**src/rtl/ntlv_pkg.sv**
```systemverilog
`default_nettype none

package ntlv_pkg;

  localparam int POS_W  = 10;
  localparam int LEN_W  = 9;
  localparam int RLEN_W = 32;
  localparam int TLEN_W = 8;
  localparam int FBL_W  = 3;

  localparam logic [7:0] TAG_NDEF    = 8'h03;
  localparam logic [7:0] LEN_ESCAPE  = 8'hFF;
  localparam logic [7:0] OPEN_BRACE  = 8'h7B;
  localparam logic [7:0] CLOSE_BRACE = 8'h7D;
  localparam int         SR_BIT      = 4;

  localparam logic [FBL_W-1:0] PLEN_SHORT_BYTES = 3'd1;
  localparam logic [FBL_W-1:0] PLEN_LONG_BYTES  = 3'd4;

  localparam logic [POS_W-1:0]  MIN_DUMP_BYTES = 10'd5;
  localparam logic [POS_W-1:0]  END_SLACK      = 10'd10;
  localparam logic [RLEN_W-1:0] MIN_REC_LEN    = 32'd2;
  localparam logic [LEN_W-1:0]  LEN_SAT        = 9'd511;

  typedef enum logic [2:0] {
    PH_SEARCH,
    PH_LEN,
    PH_LEN_HI,
    PH_LEN_LO,
    PH_HEADER,
    PH_TYPELEN,
    PH_PLEN,
    PH_DONE
  } phase_t;

  // State of one dump as seen after its final byte
  typedef struct packed {
    logic [POS_W-1:0]  count;
    logic              done;
    logic [POS_W-1:0]  rec_start;
    logic [RLEN_W-1:0] rec_len;
    logic              open_seen;
    logic              close_seen;
    logic [POS_W-1:0]  first_open;
    logic [POS_W-1:0]  last_close;
  } snap_t;

  typedef struct packed {
    logic             found;
    logic             method;
    logic [POS_W-1:0] start;
    logic [LEN_W-1:0] length;
  } res_t;

endpackage

`default_nettype wire

```
**src/rtl/ndef_tlv_payload_locator.sv**
```systemverilog
// Locates the payload of the first NDEF message TLV in a tag memory dump
// fed one byte per transaction, with in_last_byte on the final byte. One
// byte is taken every cycle unless in_stall is high. The parse state updates
// as each byte is accepted; the final byte latches a snapshot, from which
// the result register is loaded once the output is not stalled, and a new
// dump may start in the cycle after its final byte unless in_stall holds it.
// If the TLV span does not qualify, the span from the first '{' to the last
// '}' is reported (out_method = 1). Bytes beyond MAX_BYTES are ignored except
// for the final mark. in_stall rises only while a snapshot and a result both
// wait behind out_stall.
`default_nettype none

module ndef_tlv_payload_locator
  import ntlv_pkg::*;
#(
  parameter int MAX_BYTES = 256
) (
  input  wire logic             clk,
  input  wire logic             rst_n,
  input  wire logic             in_valid,
  output logic                  in_stall,
  input  wire logic [7:0]       in_data_byte,
  input  wire logic             in_last_byte,
  output logic                  out_valid,
  input  wire logic             out_stall,
  output logic                  out_found,
  output logic                  out_method,
  output logic [POS_W-1:0]      out_payload_start,
  output logic [LEN_W-1:0]      out_payload_length
);

  localparam int CNT_W = $clog2(MAX_BYTES + 1);

  logic [CNT_W-1:0]  count_r, count_nxt;
  phase_t            phase_r, phase_nxt;
  logic [FBL_W-1:0]  fbl_r, fbl_nxt;
  logic              short_r, short_nxt;
  logic [TLEN_W-1:0] tlen_r, tlen_nxt;
  logic [RLEN_W-1:0] rlen_r, rlen_nxt;
  logic [POS_W-1:0]  rstart_r, rstart_nxt;
  logic [POS_W-1:0]  first_open_r, first_open_nxt;
  logic              open_seen_r, open_seen_nxt;
  logic [POS_W-1:0]  last_close_r, last_close_nxt;
  logic              close_seen_r, close_seen_nxt;

  logic              in_fire;
  logic              active;
  logic [CNT_W-1:0]  count_inc;
  logic [FBL_W-1:0]  fbl_dec;

  snap_t             snap_r, snap_now;
  logic              snap_v_r;
  logic              snap_adv;
  res_t              res;

  assign in_stall  = snap_v_r && out_valid && out_stall;
  assign in_fire   = in_valid && !in_stall;
  assign active    = count_r < CNT_W'(MAX_BYTES);
  assign count_inc = count_r + CNT_W'(1);
  assign fbl_dec   = (fbl_r != '0) ? fbl_r - FBL_W'(1) : fbl_r;

  always_comb begin
    count_nxt      = count_r;
    phase_nxt      = phase_r;
    fbl_nxt        = fbl_r;
    short_nxt      = short_r;
    tlen_nxt       = tlen_r;
    rlen_nxt       = rlen_r;
    rstart_nxt     = rstart_r;
    first_open_nxt = first_open_r;
    open_seen_nxt  = open_seen_r;
    last_close_nxt = last_close_r;
    close_seen_nxt = close_seen_r;
    if (in_fire && active) begin
      count_nxt = count_inc;
      if (in_data_byte == OPEN_BRACE && !open_seen_r) begin
        first_open_nxt = POS_W'(count_r);
        open_seen_nxt  = 1'b1;
      end
      if (in_data_byte == CLOSE_BRACE) begin
        last_close_nxt = POS_W'(count_r);
        close_seen_nxt = 1'b1;
      end
      unique case (phase_r)
        PH_SEARCH: begin
          if (in_data_byte == TAG_NDEF) phase_nxt = PH_LEN;
        end
        PH_LEN: begin
          phase_nxt = (in_data_byte == LEN_ESCAPE) ? PH_LEN_HI : PH_HEADER;
        end
        PH_LEN_HI: phase_nxt = PH_LEN_LO;
        PH_LEN_LO: phase_nxt = PH_HEADER;
        PH_HEADER: begin
          short_nxt = in_data_byte[SR_BIT];
          phase_nxt = PH_TYPELEN;
        end
        PH_TYPELEN: begin
          tlen_nxt  = in_data_byte;
          fbl_nxt   = short_r ? PLEN_SHORT_BYTES : PLEN_LONG_BYTES;
          rlen_nxt  = '0;
          phase_nxt = PH_PLEN;
        end
        PH_PLEN: begin
          rlen_nxt = {rlen_r[RLEN_W-9:0], in_data_byte};
          fbl_nxt  = fbl_dec;
          if (fbl_dec == '0) begin
            rstart_nxt = POS_W'(count_inc) + POS_W'(tlen_r);
            phase_nxt  = PH_DONE;
          end
        end
        PH_DONE: phase_nxt = PH_DONE;
        default: phase_nxt = PH_SEARCH;
      endcase
    end
  end

  always_comb begin
    snap_now.count      = POS_W'(count_nxt);
    snap_now.done       = (phase_nxt == PH_DONE);
    snap_now.rec_start  = rstart_nxt;
    snap_now.rec_len    = rlen_nxt;
    snap_now.open_seen  = open_seen_nxt;
    snap_now.close_seen = close_seen_nxt;
    snap_now.first_open = first_open_nxt;
    snap_now.last_close = last_close_nxt;
  end

  // Parse state; clear after the final byte so the next dump starts fresh
  always_ff @(posedge clk) begin
    if (!rst_n || (in_fire && in_last_byte)) begin
      count_r      <= '0;
      phase_r      <= PH_SEARCH;
      fbl_r        <= '0;
      short_r      <= 1'b0;
      tlen_r       <= '0;
      rlen_r       <= '0;
      rstart_r     <= '0;
      first_open_r <= '0;
      open_seen_r  <= 1'b0;
      last_close_r <= '0;
      close_seen_r <= 1'b0;
    end else begin
      count_r      <= count_nxt;
      phase_r      <= phase_nxt;
      fbl_r        <= fbl_nxt;
      short_r      <= short_nxt;
      tlen_r       <= tlen_nxt;
      rlen_r       <= rlen_nxt;
      rstart_r     <= rstart_nxt;
      first_open_r <= first_open_nxt;
      open_seen_r  <= open_seen_nxt;
      last_close_r <= last_close_nxt;
      close_seen_r <= close_seen_nxt;
    end
  end

  assign snap_adv = snap_v_r && (!out_valid || !out_stall);

  always_ff @(posedge clk) begin
    if (!rst_n) begin
      snap_v_r <= 1'b0;
    end else if (in_fire && in_last_byte) begin
      snap_v_r <= 1'b1;
    end else if (snap_adv) begin
      snap_v_r <= 1'b0;
    end
  end

  always_ff @(posedge clk) begin
    if (in_fire && in_last_byte) begin
      snap_r <= snap_now;
    end
  end

  ntlv_decide u_decide (
    .snap (snap_r),
    .res  (res)
  );

  always_ff @(posedge clk) begin
    if (!rst_n) begin
      out_valid <= 1'b0;
    end else if (snap_adv) begin
      out_valid <= 1'b1;
    end else if (!out_stall) begin
      out_valid <= 1'b0;
    end
  end

  always_ff @(posedge clk) begin
    if (snap_adv) begin
      out_found          <= res.found;
      out_method         <= res.method;
      out_payload_start  <= res.start;
      out_payload_length <= res.length;
    end
  end

  a_stall_only_when_full: assert property (@(posedge clk) disable iff (!rst_n)
    in_stall |-> (snap_v_r && out_valid && out_stall))
    else $error("input stalled while a result slot is free");

  a_clear_after_last: assert property (@(posedge clk) disable iff (!rst_n)
    (in_fire && in_last_byte) |=> (count_r == '0 && phase_r == PH_SEARCH && !open_seen_r))
    else $error("parse state not cleared after final byte");

  a_count_bound: assert property (@(posedge clk) disable iff (!rst_n)
    count_r <= CNT_W'(MAX_BYTES))
    else $error("byte count past limit");

  a_not_found_zero: assert property (@(posedge clk) disable iff (!rst_n)
    (out_valid && !out_found) |-> (!out_method && out_payload_length == '0 &&
                                   out_payload_start == '0))
    else $error("nonzero fields on a failed result");

  a_snap_to_out: assert property (@(posedge clk) disable iff (!rst_n)
    snap_adv |=> out_valid)
    else $error("snapshot moved without a result");

endmodule

`default_nettype wire

```
**src/rtl/ntlv_decide.sv**
```systemverilog
`default_nettype none

module ntlv_decide
  import ntlv_pkg::*;
(
  input  snap_t snap,
  output res_t  res
);

  logic [RLEN_W:0]  tlv_end;
  logic [RLEN_W:0]  tlv_limit;
  logic             tlv_ok;
  logic             brace_ok;
  logic [POS_W-1:0] span;
  logic [POS_W:0]   span_len;

  assign tlv_end   = (RLEN_W+1)'(snap.rec_start) + {1'b0, snap.rec_len};
  assign tlv_limit = (RLEN_W+1)'(snap.count) + (RLEN_W+1)'(END_SLACK);
  assign tlv_ok    = snap.done && (tlv_end <= tlv_limit) && (snap.rec_len > MIN_REC_LEN);

  assign brace_ok  = snap.open_seen && snap.close_seen && (snap.last_close > snap.first_open);
  assign span      = snap.last_close - snap.first_open;
  assign span_len  = {1'b0, span} + (POS_W+1)'(1);

  always_comb begin
    res = '0;
    if (snap.count >= MIN_DUMP_BYTES) begin
      priority if (tlv_ok) begin
        res.found  = 1'b1;
        res.method = 1'b0;
        res.start  = snap.rec_start;
        res.length = (|snap.rec_len[RLEN_W-1:LEN_W]) ? LEN_SAT : snap.rec_len[LEN_W-1:0];
      end else if (brace_ok) begin
        res.found  = 1'b1;
        res.method = 1'b1;
        res.start  = snap.first_open;
        res.length = (|span_len[POS_W:LEN_W]) ? LEN_SAT : span_len[LEN_W-1:0];
      end else begin
        res = '0;
      end
    end
  end

endmodule

`default_nettype wire
```
**config.mk**
```make
export PLATFORM = sky130hd
export DESIGN_NAME = ndef_tlv_payload_locator
export DESIGN_NICKNAME = d
export VERILOG_FILES = /design/src/rtl/ntlv_pkg.sv /design/src/rtl/ndef_tlv_payload_locator.sv /design/src/rtl/ntlv_decide.sv
export SDC_FILE = /design/constraint.sdc
export NUM_CORES = 1
export LEC_CHECK = 0
export BUFFER_PORTS_ARGS = -buffer_cell sky130_fd_sc_hd__buf_4
export CAP_MARGIN = 30
export CORE_MARGIN = 2
export CORE_UTILIZATION = 67
export DETAILED_ROUTE_END_ITERATION = 8
export GPL_TIMING_DRIVEN = 0
export PLACE_DENSITY_LB_ADDON = 0.2
export SLEW_MARGIN = 0
export SYNTH_ARGS = -nofsm -noshare
export SYNTH_HDL_FRONTEND = slang
export SYNTH_SLANG_ARGS = --single-unit
```
**constraint.sdc**
```tcl
create_clock -name clk -period 10.3 [get_ports clk]
set_input_delay 2.06 -clock clk [delete_from_list [all_inputs] [get_ports clk]]
set_output_delay 2.06 -clock clk [all_outputs]
set_load 0.01 [all_outputs]
```
==> metrics.yaml <==
status:
  run_status: "completed"
setup_path:
  endpoint_kind: "flop"
  critical_path_arrival_ns: 5.07
  cp_num_buf_inv: 1
  rr_worst_depth: 15
  worst_path_largest_cell_delay_ns: 0.48
  cell_family_with_most_cp_delay: "compound AO/OA/AOI/OAI gates"
  critPathKind: "reg2reg"
  worstReg2RegStart: "snap_r[25]"
  worst_r2r_end: "out_payload_start[1]"
  crit_slowest_cell: "sky130_fd_sc_hd__edfxtp_1"
  critPathLaunchType: "flop"
  reg2reg_slack_ns: 5.42
  cp_data_required_time_ns: 10.49
  cp_max_fo: 10
  crit_chain: "ha_1 -> a21o_1 -> a221oi_4 -> o21ai_0 -> xor2_1 -> ha_1 -> o221ai_1 -> a2111oi_0 -> nand4_1 -> a2111oi_0 -> nand4_1 -> nor4_4 -> nor2_2 -> buf_6 -> a22o_1"
placement:
  dp_hpwl_mm: 16.1
  dp.cells: 1172
  place_ws_ns: 5.47
  gpl.final_weighted_congestion: 0.920
  io_buffers: 35
floorplan:
  die_w_um: 123
  core_area_um2: 13800
  die_height_um: 123
  ioPinCount: 36
  floorplan.die_area_um2: 15100
  start_util_pct: 68.5
  row_count: 43
sta:
  setup_repair_after_global_routing_missed_its_margin: "false"
  max_frequency_mhz: 205
  worstMarginPinSlew_ns: 0.843
  timing.max_slew.rel_slack_pct: 43.6
  finalCriticalPeriod_ns: 4.88
  final_worst_path_cycle_share_pct: 47.4
  hold_viol_final: 0
  fin_setup_tns_ns: 0
  max_slew_violations: 0
  worst_clock_skew_ns: 0.00745
  report.final.setup_viol: 0
  setup_slack_ns: 5.42
global_route:
  grt_pass1_vias: 6908
  grt_first_pass_wirelength_mm: 35.2
  maximum_number_of_pins_on_one_net_before_global_route_repair: 48
  track_usage_pct: 31.0
  grt_remaining_overflow: 0
  grt_antenna_before_repair: 0
yosys:
  synth_fa_ha_area_share_pct: 6.58
  synth_compound_area_share_pct: 13.4
  seq_area_frac_synth_pct: 49.2
  post_synth_mux_area_share_pct: 2.66
  post_synth_xor_area_fraction_pct: 4.16
  synth.lib_cells_used.distinct: 76
  main_combinational_cell_family_by_area_after_synthesis: "simple AND/OR/NAND/NOR gates"
  syn-cell-area_um2: 9470
  syn-mean-instance-area_um2: 9.91
  syn_nets: 1016
  total_of_warnings_raised_by_yosys: 0
  syn_inst: 955
  ys_seq_elements: 185
  synth-edff-count: 95
  fraction_of_registers_with_async_set_reset_pct: 0
  synth_ff_type: "sky130_fd_sc_hd__edfxtp_1"
  synthSimpleGateAreaFrac_pct: 20.9
finish:
  stdcell_count: 1204
  fin_nets: 1072
  antenna_diodes: 0
  area_growth_from_synthesis_to_layout_pct: 11.5
  post_route_cells_drive_above_1_share_pct: 11.6
  layout.filler_cells: 964
routing:
  num_vias: 7504
  detailedRoute.firstPassIterationCount: 5
  drc: 0
  dr_wl_met2_mm: 10.2
  detailed_route_vias_per_instance: 6.23
  detail_route.wirelength_mm: 22.4
  drt_iter0_markers: 820
  wirelength_met1_mm: 10.1
  antenna_violating_nets_post_route: 0
  wire_per_inst_um: 18.6
  top_layer_used: "met4"
  wl_met3_mm: 1.57
min_path:
  holdCritPathClass: "reg2reg"
  worstHoldStart: "tlen_r[3]"
  hold_worst_path_end: "tlen_r[3]"
  holdPathStages: 2
power_and_ir_drop:
  cellInternalPower_mw: 1.16
  netSwitchingPower_mw: 0.379
  netSwitchingFraction_pct: 24.7
  comb_pwr_share_pct: 7.4
  sequentialPowerShare_pct: 51.8
  clock_power_share_pct: 40.8
  peakVddDrop_mv: 0.158
  total_leakage_power_nw: 4.20
  p_per_area_nw_per_um2: 146
cts:
  post_cts_hold_buffer_count: 0
  cts_inserted_buffers: 17
  htree_levels: 4
  clk_transition_reported_paths_ns: 0.07
  clock_path_buffers: 2
  post_cts_resized: 0
  buffer_count_from_post_cts_setup_fixing: 0
  clock_tree.root_cell: "sky130_fd_sc_hd__clkbuf_16"
  clock_sink_count: 185
  worstSkewPairLatency_ns: 0.44
  clock_tree_from_tritoncts: "done"
flow_run:
  max_capacitance_violation_total: 0
-- registers in the layout, summed over array words and instances (netlist names) --
name / cells
close_seen_r: 1
count_r: 9
fbl_r: 3
first_open_r: 10
last_close_r: 10
open_seen_r: 1
out_found: 1
out_method: 1
out_payload_length: 9
out_payload_start: 10
out_valid: 1
phase_r: 3
rlen_r: 32
rstart_r: 10
short_r: 1
snap_r: 74
snap_v_r: 1
tlen_r: 8
-- power by group through the flow --
stage / Combinational (mW) / Clock (mW) / Sequential (mW)
2_1_floorplan: 0.0774 / 0 / 0.809
3_3_place_gp: 0.106 / 0 / 0.813
3_5_place_dp: 0.111 / 0 / 0.812
4_1_cts: 0.113 / 0.627 / 0.795
5_1_grt: 0.126 / 0.656 / 0.796
6_report: 0.114 / 0.626 / 0.796
-- cell usage in the layout, fill, tap and decap left out, types with 6 or more instances in the layout --
cell                          n
sky130_fd_sc_hd__nand2b_1     9
sky130_fd_sc_hd__inv_1       34
sky130_fd_sc_hd__o21ai_0     22
sky130_fd_sc_hd__edfxtp_1    95
sky130_fd_sc_hd__clkbuf_16   18
sky130_fd_sc_hd__nand4_1     17
sky130_fd_sc_hd__nand2_1    128
sky130_fd_sc_hd__xor2_1      21
sky130_fd_sc_hd__o2bb2ai_1    9
sky130_fd_sc_hd__dfxtp_1     90
sky130_fd_sc_hd__buf_4       37
sky130_fd_sc_hd__or2_2        9
sky130_fd_sc_hd__nor2b_1     46
sky130_fd_sc_hd__and3_1      14
sky130_fd_sc_hd__nor3_1      19
sky130_fd_sc_hd__o21a_1       7
sky130_fd_sc_hd__a21o_1       8
sky130_fd_sc_hd__nand3_1     54
sky130_fd_sc_hd__mux2_2      17
sky130_fd_sc_hd__o21bai_1     7
sky130_fd_sc_hd__mux2i_1      6
sky130_fd_sc_hd__ha_1        45
sky130_fd_sc_hd__clkbuf_1    25
sky130_fd_sc_hd__inv_6        6
sky130_fd_sc_hd__a21oi_1     70
sky130_fd_sc_hd__a211oi_1    10
sky130_fd_sc_hd__xnor2_1     24
sky130_fd_sc_hd__nor4_1       7
sky130_fd_sc_hd__a22o_1      10
sky130_fd_sc_hd__nor2_1      56
-- cell type report --
cell class / count / area (um2) / area share, %
flip-flops and latches: 185 / 4650 / 44.1
multi-input cells: 700 / 4530 / 42.9
clock buffers: 18 / 450 / 4.27
repair buffers: 37 / 298 / 2.82
well taps: 180 / 225 / 2.13
plain buffers: 35 / 160 / 1.52
inverters: 35 / 131 / 1.24
clock inverters: 14 / 109 / 1.03
-- how the worst max path moves through the flow --
stage	startpoint	endpoint	slack, ns	cells after the start
after floorplan	out_stall	in_stall	5.94	2
after global placement	out_stall	snap_r[50]	5.32	4
after detailed placement	out_stall	rstart_r[2]	5.47	11
after CTS	snap_r[25]	out_payload_start[1]	5.51	15
after global routing	snap_r[25]	out_payload_start[1]	5.18	15
final	snap_r[25]	out_payload_start[1]	5.42	15
-- worst min-delay path, delay by kind of cell (launching register included) --
family	cells	cell delay [ns]
flip-flops	1	0.32
AND/OR/NAND/NOR	1	0.05
AO/OA/AOI/OAI	1	0.05
-- metrics by stage --
step	utilization (%)	cell area (um2)	power (mW)	hold slack (ns)
final	76.3	10600	1.54	0.470
after global routing	76.3	10600	1.58	0.481
after CTS	76.3	10600	1.54	0.466
after detailed placement	72.3	9990	0.922	0.461
after global placement	72.0	9960	0.919	0.450
after floorplan	-	9470	0.886	0.440
-- kinds of logic after synthesis --
| logic type | count (synthesis) |
|---|---|
| XOR/XNOR | 45 |
| AO/OA/AOI/OAI | 190 |
| AND/OR/NAND/NOR | 394 |
| multiplexers | 23 |
| buffers and inverters | 70 |
| adder cells (fa/ha/maj) | 48 |
| flip-flops | 185 |
-- synthesized netlist by cell type (all sizes together) (10+ instances only) --
cell type,count,area [um2]
mux2,17,191
o21ai,24,120
buf,10,66.3
clkbuf,25,93.8
nor2b,46,288
ha,45,563
nand3,54,270
nand4,18,119
xor2,21,184
a211oi,10,75.1
or2,10,62.6
xnor2,24,210
and3,14,87.6
dfxtp,90,1800
nand2,130,493
a21oi,70,350
edfxtp,95,2850
nor2,58,223
nor3,20,105
a22o,10,87.6
inv,35,131
-- metal layers --
metal	GRT usage (%)	vias up
li1	-	3577
met1	44.6	3576
met2	46.9	303
met3	6.46	48
met4	10.1	0
met5	0	-
Note: power is estimated with default switching activity, not from simulation.
